File: src/sv/link_frame_receiver_unit_macros.svh
// assertion macros for the link frame receiver
// used by link_frame_receiver_unit.sv; relies on clk and rst_n in the including scope
`ifndef LINK_FRAME_RECEIVER_UNIT_MACROS_SVH
`define LINK_FRAME_RECEIVER_UNIT_MACROS_SVH

// same-cycle implication, checked out of reset
`define LFR_ASSERT_SAME(label, ante, cons, msg) \
  label: assert property (@(posedge clk) disable iff (!rst_n) (ante) |-> (cons)) \
    else $error(msg);

// next-cycle implication, checked out of reset
`define LFR_ASSERT_NEXT(label, ante, cons, msg) \
  label: assert property (@(posedge clk) disable iff (!rst_n) (ante) |=> (cons)) \
    else $error(msg);

`endif

File: src/sv/lfr_pkg.sv
// shared types and constants of the link frame receiver
// no dependencies; used by link_frame_receiver_unit.sv
package lfr_pkg;

  typedef enum logic [3:0] {
    PH_START   = 4'd0,
    PH_ADDR    = 4'd1,
    PH_CMD     = 4'd2,
    PH_HCHK    = 4'd3,
    PH_CTLFLAG = 4'd4,
    PH_NEEDBUF = 4'd5,
    PH_DATA    = 4'd6,
    PH_ESC     = 4'd7,
    PH_DONE    = 4'd8,
    PH_CLOSED  = 4'd9
  } phase_t;

  typedef enum logic [2:0] {
    ST_UNFIN   = 3'd0,
    ST_OK      = 3'd1,
    ST_REJ     = 3'd2,
    ST_CLOSED  = 3'd3,
    ST_NEEDBUF = 3'd4
  } status_t;

  typedef enum logic [1:0] {
    OP_BYTE  = 2'd0,
    OP_GRANT = 2'd1,
    OP_OPEN  = 2'd2,
    OP_CLOSE = 2'd3
  } op_t;

  typedef enum logic [1:0] {
    CFG_FLAG   = 2'd0,
    CFG_ESCAPE = 2'd1,
    CFG_ADDR_A = 2'd2,
    CFG_ADDR_B = 2'd3
  } cfg_idx_t;

  localparam logic [7:0] STUFF_XOR = 8'h20;

  localparam logic [7:0] CMD_I_A = 8'h00;
  localparam logic [7:0] CMD_I_B = 8'h40;

  localparam logic [7:0] FLAG_RST   = 8'h7E;
  localparam logic [7:0] ESCAPE_RST = 8'h7D;
  localparam logic [7:0] ADDR_A_RST = 8'h03;
  localparam logic [7:0] ADDR_B_RST = 8'h01;

  // command byte is one of the supported link commands
  function automatic logic cmd_known(input logic [7:0] c);
    case (c)
      8'h03, 8'h07, 8'h05, 8'h85, 8'h01, 8'h81, 8'h0B, CMD_I_A, CMD_I_B: cmd_known = 1'b1;
      default: cmd_known = 1'b0;
    endcase
  endfunction

endpackage

File: src/sv/link_frame_receiver_unit.sv
// link frame receiver: flag/address/command/header check, destuffed payload, frame check
// depends on lfr_pkg.sv and link_frame_receiver_unit_macros.svh
//
// channel | dir | handshake          | contents
// in_     | in  | in_tvalid/tready   | tuser: op, tdata: rx_byte, buffer_capacity
// out_    | out | out_tvalid/tready  | tuser: status, tdata: frame and write fields
// cfg_    | in  | cfg_we             | cfg_addr register index, cfg_wdata value
//
// one event per cycle: each accepted transfer is decoded in a single pass against the
// frame state and its result lands in the output register on the same edge
// one result per event, so the output register alone sets the rate; it reloads in the
// cycle it is taken, and in_tready falls only while a result waits on a stalled out_tready
// synchronous active-low reset: link closed, frame state cleared, registers at defaults
`include "link_frame_receiver_unit_macros.svh"

module link_frame_receiver_unit (
  input  logic        clk,
  input  logic        rst_n,
  // input stream
  input  logic        in_tvalid,
  output logic        in_tready,
  input  logic [1:0]  in_tuser,   // [1:0] op
  input  logic [23:0] in_tdata,   // [7:0] rx_byte, [23:8] buffer_capacity
  // result stream
  output logic        out_tvalid,
  input  logic        out_tready,
  output logic [2:0]  out_tuser,  // [2:0] status
  output logic [63:0] out_tdata,  // [7:0] frame_address, [15:8] frame_command,
                                  // [16] write_valid, [32:17] write_index,
                                  // [40:33] write_data, [56:41] payload_length, rest zero
  // configuration writes
  input  logic        cfg_we,
  input  logic [1:0]  cfg_addr,
  input  logic [7:0]  cfg_wdata
);

  // configuration registers
  logic [7:0] flag_r, escape_r, addr_a_r, addr_b_r;

  // frame state
  lfr_pkg::phase_t phase_r, phase_nxt;
  logic [7:0]  accum_r, accum_nxt;
  logic [7:0]  held_addr_r, held_addr_nxt;
  logic [7:0]  held_cmd_r, held_cmd_nxt;
  logic [15:0] bytes_r, bytes_nxt;
  logic [15:0] cap_r, cap_nxt;
  logic        link_open_r, link_open_nxt;

  // output register
  logic        out_tvalid_r;
  logic [2:0]  out_status_r;
  logic [63:0] out_data_r;

  // decoded input transfer
  logic            in_fire;
  lfr_pkg::op_t    in_op;
  logic [7:0]      rx_byte;
  logic [15:0]     rx_cap;

  // result of this event
  lfr_pkg::status_t res_status;
  logic        res_wv;
  logic [15:0] res_widx;
  logic [7:0]  res_wdata;
  logic [15:0] res_plen;

  logic       is_flag;
  logic [7:0] hchk_accum;
  logic [7:0] esc_data;

  assign in_tready = !out_tvalid_r || out_tready;
  assign in_fire   = in_tvalid && in_tready;
  assign in_op     = lfr_pkg::op_t'(in_tuser);
  assign rx_byte   = in_tdata[7:0];
  assign rx_cap    = in_tdata[23:8];

  assign is_flag    = (rx_byte == flag_r);
  assign hchk_accum = accum_r ^ rx_byte;
  assign esc_data   = rx_byte ^ lfr_pkg::STUFF_XOR;

  // configuration port
  always_ff @(posedge clk) begin
    if (!rst_n) begin
      flag_r   <= lfr_pkg::FLAG_RST;
      escape_r <= lfr_pkg::ESCAPE_RST;
      addr_a_r <= lfr_pkg::ADDR_A_RST;
      addr_b_r <= lfr_pkg::ADDR_B_RST;
    end else if (cfg_we) begin
      unique case (lfr_pkg::cfg_idx_t'(cfg_addr))
        lfr_pkg::CFG_FLAG:   flag_r   <= cfg_wdata;
        lfr_pkg::CFG_ESCAPE: escape_r <= cfg_wdata;
        lfr_pkg::CFG_ADDR_A: addr_a_r <= cfg_wdata;
        lfr_pkg::CFG_ADDR_B: addr_b_r <= cfg_wdata;
        default: ;
      endcase
    end
  end

  // next frame state and result of one event
  always_comb begin
    phase_nxt     = phase_r;
    accum_nxt     = accum_r;
    held_addr_nxt = held_addr_r;
    held_cmd_nxt  = held_cmd_r;
    bytes_nxt     = bytes_r;
    cap_nxt       = cap_r;
    link_open_nxt = link_open_r;
    res_status    = lfr_pkg::ST_UNFIN;
    res_wv        = 1'b0;
    res_widx      = '0;
    res_wdata     = '0;
    res_plen      = '0;

    if (in_fire) begin
      unique case (in_op)
        lfr_pkg::OP_OPEN: begin
          link_open_nxt = 1'b1;
          phase_nxt     = lfr_pkg::PH_START;
          accum_nxt     = '0;
          held_addr_nxt = '0;
          held_cmd_nxt  = '0;
          bytes_nxt     = '0;
          cap_nxt       = '0;
        end
        lfr_pkg::OP_CLOSE: begin
          link_open_nxt = 1'b0;
          phase_nxt     = lfr_pkg::PH_CLOSED;
          accum_nxt     = '0;
          held_addr_nxt = '0;
          held_cmd_nxt  = '0;
          bytes_nxt     = '0;
          cap_nxt       = '0;
          res_status    = lfr_pkg::ST_CLOSED;
        end
        lfr_pkg::OP_GRANT: begin
          // grant only counts while a buffer is awaited
          if (phase_r == lfr_pkg::PH_NEEDBUF && link_open_r) begin
            cap_nxt   = rx_cap;
            bytes_nxt = '0;
            phase_nxt = lfr_pkg::PH_DATA;
          end
        end
        lfr_pkg::OP_BYTE: begin
          if (!link_open_r || phase_r == lfr_pkg::PH_CLOSED) begin
            phase_nxt  = lfr_pkg::PH_CLOSED;
            res_status = lfr_pkg::ST_CLOSED;
          end else begin
            // after a good frame, drop its fields and hunt again
            if (phase_r == lfr_pkg::PH_DONE) begin
              held_addr_nxt = '0;
              held_cmd_nxt  = '0;
              bytes_nxt     = '0;
              cap_nxt       = '0;
              phase_nxt     = lfr_pkg::PH_START;
            end
            unique case (phase_nxt)
              lfr_pkg::PH_START: begin
                if (is_flag) phase_nxt = lfr_pkg::PH_ADDR;
              end
              lfr_pkg::PH_ADDR: begin
                // a repeated flag keeps waiting for the address
                if (!is_flag) begin
                  if (rx_byte == addr_a_r || rx_byte == addr_b_r) begin
                    held_addr_nxt = rx_byte;
                    accum_nxt     = accum_r ^ rx_byte;
                    phase_nxt     = lfr_pkg::PH_CMD;
                  end else begin
                    phase_nxt = lfr_pkg::PH_START;
                  end
                end
              end
              lfr_pkg::PH_CMD: begin
                if (lfr_pkg::cmd_known(rx_byte)) begin
                  held_cmd_nxt = rx_byte;
                  accum_nxt    = accum_r ^ rx_byte;
                  phase_nxt    = lfr_pkg::PH_HCHK;
                end else begin
                  held_cmd_nxt = '0;
                  accum_nxt    = '0;
                  phase_nxt    = is_flag ? lfr_pkg::PH_ADDR : lfr_pkg::PH_START;
                end
              end
              lfr_pkg::PH_HCHK: begin
                accum_nxt = '0;
                if (hchk_accum != 8'd0) begin
                  phase_nxt = is_flag ? lfr_pkg::PH_ADDR : lfr_pkg::PH_START;
                end else if (held_cmd_r == lfr_pkg::CMD_I_A ||
                             held_cmd_r == lfr_pkg::CMD_I_B) begin
                  phase_nxt  = lfr_pkg::PH_NEEDBUF;
                  res_status = lfr_pkg::ST_NEEDBUF;
                end else begin
                  phase_nxt = lfr_pkg::PH_CTLFLAG;
                end
              end
              lfr_pkg::PH_CTLFLAG: begin
                if (is_flag) begin
                  phase_nxt  = lfr_pkg::PH_DONE;
                  res_status = lfr_pkg::ST_OK;
                end else begin
                  phase_nxt = lfr_pkg::PH_START;
                end
              end
              lfr_pkg::PH_NEEDBUF: begin
                res_status = lfr_pkg::ST_NEEDBUF;
              end
              lfr_pkg::PH_DATA: begin
                if (is_flag) begin
                  // closing flag: check byte included, so accumulator must be zero
                  if (accum_r == 8'd0 && bytes_r != 16'd0) begin
                    bytes_nxt  = bytes_r - 16'd1;
                    res_plen   = bytes_r - 16'd1;
                    phase_nxt  = lfr_pkg::PH_DONE;
                    res_status = lfr_pkg::ST_OK;
                  end else begin
                    accum_nxt  = '0;
                    bytes_nxt  = '0;
                    phase_nxt  = lfr_pkg::PH_ADDR;
                    res_status = lfr_pkg::ST_REJ;
                  end
                end else if (bytes_r >= cap_r) begin
                  // buffer full
                  accum_nxt  = '0;
                  bytes_nxt  = '0;
                  phase_nxt  = lfr_pkg::PH_START;
                  res_status = lfr_pkg::ST_REJ;
                end else if (rx_byte == escape_r) begin
                  phase_nxt = lfr_pkg::PH_ESC;
                end else begin
                  accum_nxt = accum_r ^ rx_byte;
                  res_wv    = 1'b1;
                  res_widx  = bytes_r;
                  res_wdata = rx_byte;
                  bytes_nxt = bytes_r + 16'd1;
                end
              end
              lfr_pkg::PH_ESC: begin
                // stuffed byte, flag value included
                accum_nxt = accum_r ^ esc_data;
                res_wv    = 1'b1;
                res_widx  = bytes_r;
                res_wdata = esc_data;
                bytes_nxt = bytes_r + 16'd1;
                phase_nxt = lfr_pkg::PH_DATA;
              end
              default: phase_nxt = lfr_pkg::PH_START;
            endcase
          end
        end
        default: ;
      endcase
    end
  end

  // frame state registers
  always_ff @(posedge clk) begin
    if (!rst_n) begin
      phase_r     <= lfr_pkg::PH_CLOSED;
      accum_r     <= '0;
      held_addr_r <= '0;
      held_cmd_r  <= '0;
      bytes_r     <= '0;
      cap_r       <= '0;
      link_open_r <= 1'b0;
    end else begin
      phase_r     <= phase_nxt;
      accum_r     <= accum_nxt;
      held_addr_r <= held_addr_nxt;
      held_cmd_r  <= held_cmd_nxt;
      bytes_r     <= bytes_nxt;
      cap_r       <= cap_nxt;
      link_open_r <= link_open_nxt;
    end
  end

  // output register: valid under reset, payload loads on each input transfer
  always_ff @(posedge clk) begin
    if (!rst_n) begin
      out_tvalid_r <= 1'b0;
    end else if (in_tready) begin
      out_tvalid_r <= in_tvalid;
    end
  end

  always_ff @(posedge clk) begin
    if (in_fire) begin
      out_status_r <= res_status;
      out_data_r   <= {7'd0, res_plen, res_wdata, res_widx, res_wv, held_cmd_nxt, held_addr_nxt};
    end
  end

  assign out_tvalid = out_tvalid_r;
  assign out_tuser  = out_status_r;
  assign out_tdata  = out_data_r;

  // checks
  `LFR_ASSERT_SAME(a_closed_phase, !link_open_r, phase_r == lfr_pkg::PH_CLOSED, "closed link left the closed phase")
  `LFR_ASSERT_SAME(a_fill_bound, phase_r == lfr_pkg::PH_DATA || phase_r == lfr_pkg::PH_ESC, bytes_r <= cap_r, "payload count beyond granted capacity")
  `LFR_ASSERT_SAME(a_write_status, out_tvalid_r && out_data_r[16], out_status_r == lfr_pkg::ST_UNFIN, "payload write with a final status")
  `LFR_ASSERT_NEXT(a_esc_writes, in_fire && in_op == lfr_pkg::OP_BYTE && phase_r == lfr_pkg::PH_ESC && link_open_r, out_tvalid_r && out_data_r[16], "escaped byte not written")

endmodule

File: config.mk
export PLATFORM = sky130hd
export DESIGN_NAME = link_frame_receiver_unit
export DESIGN_NICKNAME = d
export VERILOG_FILES = /design/src/sv/lfr_pkg.sv /design/src/sv/link_frame_receiver_unit.sv
export VERILOG_INCLUDE_DIRS = /design/src /design/src/sv
export SDC_FILE = /design/constraint.sdc
export NUM_CORES = 1
export LEC_CHECK = 0
export BUFFER_PORTS_ARGS = -buffer_cell sky130_fd_sc_hd__clkbuf_2
export CORE_MARGIN = 2
export CORE_UTILIZATION = 30
export CTS_CLUSTER_SIZE = 16
export DETAILED_ROUTE_END_ITERATION = 12
export GPL_ROUTABILITY_DRIVEN = 1
export HOLD_SLACK_MARGIN = 0.15
export PLACE_DENSITY = 0.54
export SYNTH_ARGS = -nofsm -noshare
export SYNTH_HDL_FRONTEND = slang
export SYNTH_SLANG_ARGS = --single-unit
File: constraint.sdc
create_clock -name clk -period 3.25 [get_ports clk]
set_clock_uncertainty 0.15 [all_clocks]
set_input_delay 0.4875 -clock clk [delete_from_list [all_inputs] [get_ports clk]]
set_output_delay 0.4875 -clock clk [all_outputs]
set_load 0.005 [all_outputs]
==> results.yml, run 1 <==
synthesis:
  ys_seq_area_frac: 0.442
  syn_avg_cell_area_um2: 8.79
  synth_area_um2: 8340
  ys.flop_type: "dfxtp_1"
  synth_area_leader_cell: "dfxtp_1"
  yosys-top-cells-area: "dfxtp_1 (23%), edfxtp_1 (22%), nand2_1 (5.8%)"
  yosysWarningCount: 0
  synth_top_cell_area_share: 0.226
  postSynthCellCount: 948
  synth_edf_count: 60
  async_flop_share: 0
  ys_types: 75
  synth_seq_cells: 154
hold_path:
  worstHoldPathCells: 3
  hold_start: "in_tdata[16]"
  hold_class: "primary input to flip-flop"
  hold_end: "cap_r[8]"
clock_tree:
  cts_tree: "done"
  cts_sinks: 154
  clock_latency_ns: 0.43
  cts_setup_buffers: 0
  cts_root_buf: "clkbuf_16"
  cts_buffers: 17
  clockBufferDepth: 2
  htree_levels: 4
  clk_pin_slew_ns: 0.07
timing:
  setup_viol: 0
  period_minus_slack_ns: 3.03
  maxSlewHeadroom: 0.277
  tightest_slew_ns: 1.08
  rsz0062_at_grt: "no"
  fmax_mhz: 330
  fin_crit_sh: 0.932
  fin_setup_tns_ns: 0
  hold_violations: 0
  slew_violations: 0
  layout_setup_ws_ns: 0.222
pwr:
  leakage_nw: 3.93
  power_mw: 4.59
  peakVddDrop_mv: 0.274
  power_density_nw_per_um2: 451
floorplanning:
  io_pins: 110
  die_y_um: 171
  coreArea_um2: 27600
  num_rows: 61
  die_w_um: 171
  initial_core_util: 0.303
  dieArea_um2: 29100
worst_setup_path:
  rrSetupSlack_ns: 0.22
  cp-start-kind: "flip-flop"
  r2r_start: "bytes_r[1]"
  crit_required_ns: 3.37
  r2r_end: "phase_r[3]"
  crit_arrival_ns: 3.15
  path_max_fanout: 11
  worstSetupEndpointType: "flip-flop"
  crit_type: "flip-flop to flip-flop"
  r2r.worst_path.cells: 9
detailed_routing:
  drtIter0Drc: 706
  drt_wl_total_mm: 26.4
  routedWlPerCell_um: 18.0
  vias: 7638
  firstDrtPassIters: 5
  vias_per_cell: 5.21
  ant_nets: 0
  drc: 0
layout:
  final_common_cell: "nand2_1"
  fin_nets: 1138
  layout-drive-gt1-share: 0.203
  diodes: 0
  largest_reg_flops: 57
  syn2layout_area_growth_pct: 22.2
  final_cell_mix: "nand2_1 (129), clkbuf_2 (102), dfxtp_1 (94), a21oi_1 (72), buf_4 (67)"
grt:
  grt_max_degree: 54
  overflow: 0
  grt_usage: 0.185
  grt_pass1_vias: 7171
  grt_first_pass_wirelength_mm: 41.6
  antenna_found_initial: 0
placed_design:
  hpwl_mm: 18.8
  numPortBuffers: 102
  gp_congestion: 0.903
  place_ws_ns: 0.0632
run_status:
  status: "completed"
run:
  maxCapViolations: 0
worst max-delay path by stage:
stage,start,to,slack (ns),depth (start not counted)
6_report,bytes_r[1],phase_r[3],0.22,9
3_5_place_dp,in_tdata[7],bytes_r[6],0.06,11
3_3_place_gp,bytes_r[1],out_tuser[0],0.06,9
4_1_cts,bytes_r[1],phase_r[3],0.03,9
5_1_grt,bytes_r[1],phase_r[3],0.06,9
2_1_floorplan,bytes_r[0],bytes_r[4],0.22,10
metal layers:
| metal | GRT usage | vias up | part of all wire |
|---|---|---|---|
| met5 | 0 | - | 0 |
| met3 | 0.0354 | 42 | 0.071 |
| met1 | 0.260 | 3617 | 0.46 |
| met4 | 0.0598 | 0 | 0.022 |
| li1 | - | 3676 | - |
| met2 | 0.286 | 303 | 0.45 |
stage by stage:
stage | hold slack [ns] | instance area, um2 | util | instances
final | 0.169 | 10200 | 0.370 | 1466
after global routing | 0.175 | 10200 | 0.370 | 1466
after CTS | 0.151 | 10200 | 0.369 | 1466
after detailed placement | 0.297 | 9540 | 0.346 | 1432
after global placement | 0.290 | 9540 | 0.346 | 1432
after floorplan | 0.282 | 8360 | - | 954
cell type report:
type | count | area [um2]
clock buffers | 23 | 522
flip-flops and latches | 154 | 3680
multi-input cells | 699 | 4280
inverters | 32 | 124
repair buffers | 171 | 1030
clock inverters | 9 | 72.6
fillers | 2809 | 17400
well taps | 378 | 473
kinds of logic (layout without fill, tap and decap cells):
| logic type | count (synthesis) | after routing | synth area share |
|---|---|---|---|
| AO/OA/AOI/OAI | 212 | 212 | 0.169 |
| XOR/XNOR | 60 | 60 | 0.0639 |
| adder cells (fa/ha/maj) | 22 | 22 | 0.0330 |
| buffers and inverters | 101 | 235 | 0.0510 |
| flip-flops | 154 | 154 | 0.442 |
| multiplexers | 1 | 1 | 0.00120 |
| other | 1 | 7 | 0.000450 |
| AND/OR/NAND/NOR | 397 | 397 | 0.239 |
synthesized netlist by cell type, types with 16 or more instances:
master and number:
o21ai_0 30, nor2_1 61, nand3_1 61, ha_1 22, and2_1 28, nand4_1 25
nand2_1 129, dfxtp_1 94, clkbuf_1 44, nor3_1 16, inv_1 30, edfxtp_1 60
a21oi_1 72, xnor2_1 44
power breakdown:
group | leakage [nW] | internal (mW) | switching [mW]
clock network | 0.297 | 1.15 | 0.875
registers | 1.37 | 2.06 | 0.0313
logic | 2.26 | 0.167 | 0.300
total | 3.93 | 3.39 | 1.21
critical path, stage by stage, from the launching register on:
cell and delay (ns):
dfxtp_1 0.44, inv_1 0.19, ha_1 0.22, nor4b_4 0.30, nand4_1 0.31, nor3_4 0.29, nor2_1 0.18, a221o_1 0.39
a221oi_1 0.25, o21ai_0 0.14
what timing repair did:
| action | 4_1_cts | 5_1_grt |
|---|---|---|
| gates resized for setup | 0 | 5 |
| hold endpoints to repair | 2 | 0 |
| setup endpoints to repair | 0 | 38 |
| hold buffers | 2 | 0 |
Note: power is estimated with default switching activity, not from simulation.
==> inputs of run 2 (changes only) <==
==> constraint.sdc (replaced) <==
create_clock -name clk -period 2.5 [get_ports clk]
set_clock_uncertainty 0.15 [all_clocks]
set_input_delay 0.375 -clock clk [delete_from_list [all_inputs] [get_ports clk]]
set_output_delay 0.375 -clock clk [all_outputs]
set_load 0.005 [all_outputs]
==> run 2 against run 1 <==
  * Design area rose by 19%
  * Critical path depth fell by 1
  * Flip-flop and latch count did not move
  * The run now ends with negative setup slack left
  * Worst hold slack improved by 0.085 ns
==> results.yml, run 2 (same netlist as run 1, synthesis figures left out) <==
floorplanning:
  die_w_um: 171
  dieArea_um2: 29100
  initial_core_util: 0.303
  num_rows: 61
  coreArea_um2: 27600
  die_y_um: 171
  io_pins: 110
timing:
  layout_setup_ws_ns: -0.200
  hold_violations: 0
  setup_viol: 40
  fmax_mhz: 370
  maxSlewHeadroom: 0.472
  rsz0062_at_grt: "yes"
  hold_ws_ns: 0.255
  fin_crit_sh: 1.08
  tightest_slew_ns: 0.792
  period_minus_slack_ns: 2.70
  fin_setup_tns_ns: -3.56
  slew_violations: 0
pwr:
  leakage_nw: 4.81
  pwr-share-seq: 0.434
  power_density_nw_per_um2: 516
  peakVddDrop_mv: 0.413
  intPower_mw: 4.63
  clkPwrFrac: 0.428
  p_switching_mw: 1.64
  power_mw: 6.26
  switching_share: 0.261
  p_comb_frac: 0.138
worst_setup_path:
  crit_arrival_ns: 2.85
  critical_path.cell_chain: "buf_6 > or4_4 > or4_4 > or3_4 > nor3_4 > nor4b_1 > a311oi_1 > a211oi_1"
  crit_required_ns: 2.65
  max_stage_delay_ns: 0.53
  path_max_fanout: 3
  crit_type: "flip-flop to flip-flop"
  worstSetupEndpointType: "flip-flop"
  cp-start-kind: "flip-flop"
  crit_slowest_cell: "or4_4"
  crit_path_frequent_cell: "or4_4"
clock_tree:
  cts_tree: "done"
  clockBufferDepth: 2
  cts_sinks: 154
  htree_levels: 4
  clock_latency_ns: 0.44
  clk_pin_slew_ns: 0.07
  cts_buffers: 17
  cts_root_buf: "clkbuf_16"
run:
  maxCapViolations: 0
layout:
  fin_nets: 1279
  layout-drive-gt1-share: 0.378
  final_common_cell: "buf_4"
  largest_reg_flops: 57
  final_cell_mix: "buf_4 (156), nand2_1 (124), clkbuf_2 (102), dfxtp_1 (76), a21oi_1 (64)"
  diodes: 0
  fin_util: 0.441
  syn2layout_area_growth_pct: 45.6
detailed_routing:
  drtIter0Drc: 587
  drc: 0
  drt_wl_total_mm: 28.1
  ant_nets: 0
  vias_per_cell: 5.06
  vias: 8138
  firstDrtPassIters: 5
  routedWlPerCell_um: 17.5
placed_design:
  numPortBuffers: 102
  hpwl_mm: 20.1
  gp_congestion: 0.915
  place_ws_ns: -0.336
grt:
  grt_first_pass_wirelength_mm: 43.9
  grt_usage: 0.194
  grt_max_degree: 63
  overflow: 0
  grt_pass1_vias: 7901
  antenna_found_initial: 0
hold_path:
  hold_class: "primary input to flip-flop"
run_status:
  violations: "negative setup slack"
  status: "complete, but fails checks"
[run 2: cell types whose count changed in the layout (fill, tap and decap cells not counted), sizes merged]
cell,delta
buf,+116
bufinv,+1
clkinv,+1
dlygate4sd3,+24
inv,-1
[run 2: metrics by stage]
stage	cell area [um2]	cells
finish	12100	1607
global route	12100	1607
CTS	11700	1596
detailed placement	10400	1526
global placement	10400	1526
floorplan	8480	954
[run 2: cell type report]
class                   count  area, um2
clock buffers              22        507
clock inverters            10        100
inverters                  32        126
well taps                 378        473
repair buffers            312       2310
fillers                  2715      15400
multi-input cells         699       4910
flip-flops and latches    154       3710
[run 2: path summary, 6_finish.rpt]
kind | start | end | slack, ns | depth (start not counted)
worst max register to register | bytes_r[0] | bytes_r[15] | -0.20 | 8
worst min-delay path | in_tuser[0] | phase_r[3] | 0.25 | 3
worst max-delay path | bytes_r[0] | bytes_r[15] | -0.20 | 8
worst min register to register | cap_r[15] | cap_r[15] | 0.30 | 2
[run 2: routing by layer]
| layer | global-route usage | vias to the layer above | share of wire |
|---|---|---|---|
| met5 | 0 | - | 0 |
| met4 | 0.0598 | 0 | 0.019 |
| met3 | 0.0389 | 41 | 0.056 |
| met2 | 0.299 | 256 | 0.46 |
| met1 | 0.271 | 3892 | 0.47 |
| li1 | - | 3949 | - |
[run 2: repair_timing]
| action | CTS | global route |
|---|---|---|
| setup endpoints to repair | 86 | 98 |
| endpoints found under the hold margin | 49 | 0 |
| pin swaps | 40 | 51 |
| buffers inserted | 16 | 14 |
| gates cloned | 0 | 1 |
| hold buffers | 26 | 0 |
| resized for setup | 78 | 95 |
[run 2: worst max-delay path: cells and delay by family, from the launching register on]
kind	cells	cell delay, ns
AO/OA/AOI/OAI	2	0.33
AND/OR/NAND/NOR	5	1.63
buffers and inverters	1	0.12
flip-flops	1	0.34
[run 2: power groups by stage]
stage	Sequential, mW	Clock [mW]	Combinational (mW)
2_1_floorplan	2.78	0	0.349
3_3_place_gp	2.78	0	0.698
3_5_place_dp	2.78	0	0.701
4_1_cts	2.72	2.73	0.782
5_1_grt	2.73	2.83	0.929
6_report	2.72	2.68	0.863
==> inputs of run 3 (changes only) <==
--- a/config.mk
+++ b/config.mk
@@ -13,7 +13,7 @@
 export DETAILED_ROUTE_END_ITERATION = 12
 export GPL_ROUTABILITY_DRIVEN = 1
 export HOLD_SLACK_MARGIN = 0.15
-export PLACE_DENSITY = 0.54
+export PLACE_DENSITY = 0.47
 export SYNTH_ARGS = -nofsm -noshare
 export SYNTH_HDL_FRONTEND = slang
 export SYNTH_SLANG_ARGS = --single-unit
==> run 3 against run 2 <==
  * The run still ends with negative setup slack left
  * Flip-flop and latch count is the same
  * Combinational power barely moved
  * Design area is 2.5% higher
  * Register-to-register slack lost 0.03 ns
  * Non-clock buffer count increased by 11
  * Clock power is essentially flat
  * Via count about the same
  * Final cell count increased by 0.81%
  * Routed wire length grew 2.5%
  * Sequential power hardly changed
  * Count of clock-buffer cells in the layout down 4
  * Core utilization up 1.1 points
==> results.yml, run 3 (same netlist as run 1, synthesis figures left out) <==
pwr:
  power_density_nw_per_um2: 501
  p_switching_mw: 1.67
  power_mw: 6.24
  peakVddDrop_mv: 0.347
  pwr-share-seq: 0.436
  intPower_mw: 4.56
  p_comb_frac: 0.139
  leakage_nw: 4.85
  switching_share: 0.268
  clkPwrFrac: 0.425
timing:
  tightest_slew_ns: 0.692
  slew_violations: 0
  rsz0062_at_grt: "yes"
  period_minus_slack_ns: 2.73
  hold_ws_ns: 0.233
  hold_violations: 0
  fmax_mhz: 366
  layout_setup_ws_ns: -0.229
  setup_viol: 44
  maxSlewHeadroom: 0.539
  fin_crit_sh: 1.09
  fin_setup_tns_ns: -3.07
clock_tree:
  cts_tree: "done"
  cts_buffers: 17
  clk_pin_slew_ns: 0.07
  clock_latency_ns: 0.44
  cts_root_buf: "clkbuf_16"
  clockBufferDepth: 2
  cts_sinks: 154
  htree_levels: 4
worst_setup_path:
  worstSetupEndpointType: "flip-flop"
  path_max_fanout: 3
  cp-start-kind: "flip-flop"
  worst-path-buf-inv: 1
  critical_path.cell_chain: "buf_6 > or4_4 > or4_4 > or3_4 > nor3_4 > nor4b_1 > a311oi_1 > a211oi_1"
  crit_type: "flip-flop to flip-flop"
  path_delay_family: "simple AND/OR/NAND/NOR gates"
  crit_slowest_cell: "or4_4"
  crit_path_frequent_cell: "or4_4"
  max_stage_delay_ns: 0.53
  crit_required_ns: 2.65
  crit_arrival_ns: 2.88
grt:
  grt_first_pass_wirelength_mm: 44.4
  grt_max_degree: 55
  grt_usage: 0.197
  overflow: 0
  grt_pass1_vias: 7804
  antenna_found_initial: 0
layout:
  syn2layout_area_growth_pct: 49.2
  final_cells: 1620
  final_common_cell: "buf_4"
  largest_reg_flops: 57
  final_cell_mix: "buf_4 (163), nand2_1 (125), clkbuf_2 (102), dfxtp_1 (76), a21oi_1 (62)"
  fill_cells: 2739
  fin_nets: 1292
  layout-drive-gt1-share: 0.395
  diodes: 0
floorplanning:
  dieArea_um2: 29100
  die_y_um: 171
  num_rows: 61
  die_w_um: 171
  initial_core_util: 0.303
  coreArea_um2: 27600
  io_pins: 110
detailed_routing:
  drc: 0
  routedWlPerCell_um: 17.8
  drt_wl_total_mm: 28.8
  drtIter0Drc: 547
  vias: 8146
  firstDrtPassIters: 6
  ant_nets: 0
  vias_per_cell: 5.03
placed_design:
  numPortBuffers: 102
  hpwl_mm: 20.7
  gp_congestion: 0.884
  place_inst: 1532
run_status:
  violations: "negative setup slack"
  status: "complete, but fails checks"
hold_path:
  hold_class: "primary input to flip-flop"
run:
  maxCapViolations: 0
## run 3: changes by cell type in the layout (fill, tap and decap cells not counted), sizes merged
cell         previous run  this run
bufinv                  1         2
inv                    36        37
dlygate4sd3            26        27
nor2                   61        63
clkbuf                125       121
clkinvlp                1         3
buf                   183       193
## run 3: final timing paths
check	startpoint	end	slack (ns)	cells after the start
worst max-delay path	bytes_r[0]	bytes_r[15]	-0.23	8
worst min-delay path	in_tuser[0]	phase_r[3]	0.23	3
worst max register to register	bytes_r[0]	bytes_r[15]	-0.23	8
worst min register to register	cap_r[8]	cap_r[8]	0.30	2
## run 3: what timing repair did
item | CTS | global route
buffers inserted | 16 | 14
hold buffers | 27 | 0
gates resized for setup | 93 | 124
endpoints found under the hold margin | 52 | 0
gates cloned | 0 | 3
pin swaps | 36 | 51
endpoints found under the setup margin | 84 | 100
## run 3: final cells by class
cell class	instances	area [um2]	share of cell area
flip-flops and latches	154	3710	0.298
clock inverters	14	160	0.0129
inverters	32	129	0.0104
well taps	378	473	0.0380
clock buffers	18	429	0.0345
repair buffers	323	2400	0.193
multi-input cells	701	5140	0.413
## run 3: per-layer routing
metal  global-route usage  wire, um
met1                0.280     13700
met2                0.300     12800
met3               0.0368      1660
met4               0.0669       601
met5                    0         0
## run 3: through the flow
stage / instance area, um2 / setup slack (ns) / utilization
floorplan: 8480 / -0.0589 / -
global placement: 10400 / -0.535 / 0.378
detailed placement: 10400 / -0.526 / 0.378
CTS: 11800 / -0.213 / 0.428
global route: 12400 / -0.276 / 0.452
finish: 12400 / -0.229 / 0.452
## run 3: power by group through the flow
stage | Clock [mW] | Combinational (mW) | Sequential [mW]
floorplan | 0 | 0.349 | 2.78
global placement | 0 | 0.711 | 2.78
detailed placement | 0 | 0.711 | 2.78
CTS | 2.73 | 0.809 | 2.72
global route | 2.80 | 0.936 | 2.73
finish | 2.65 | 0.864 | 2.72
## run 3: worst reg2reg max path: stages (launching register included)
cell      delay (ns)
dfxtp_2         0.34
buf_6           0.12
or4_4           0.53
or4_4           0.46
or3_4           0.39
nor3_4          0.17
nor4b_1         0.08
a311oi_1        0.24
a211oi_1        0.11
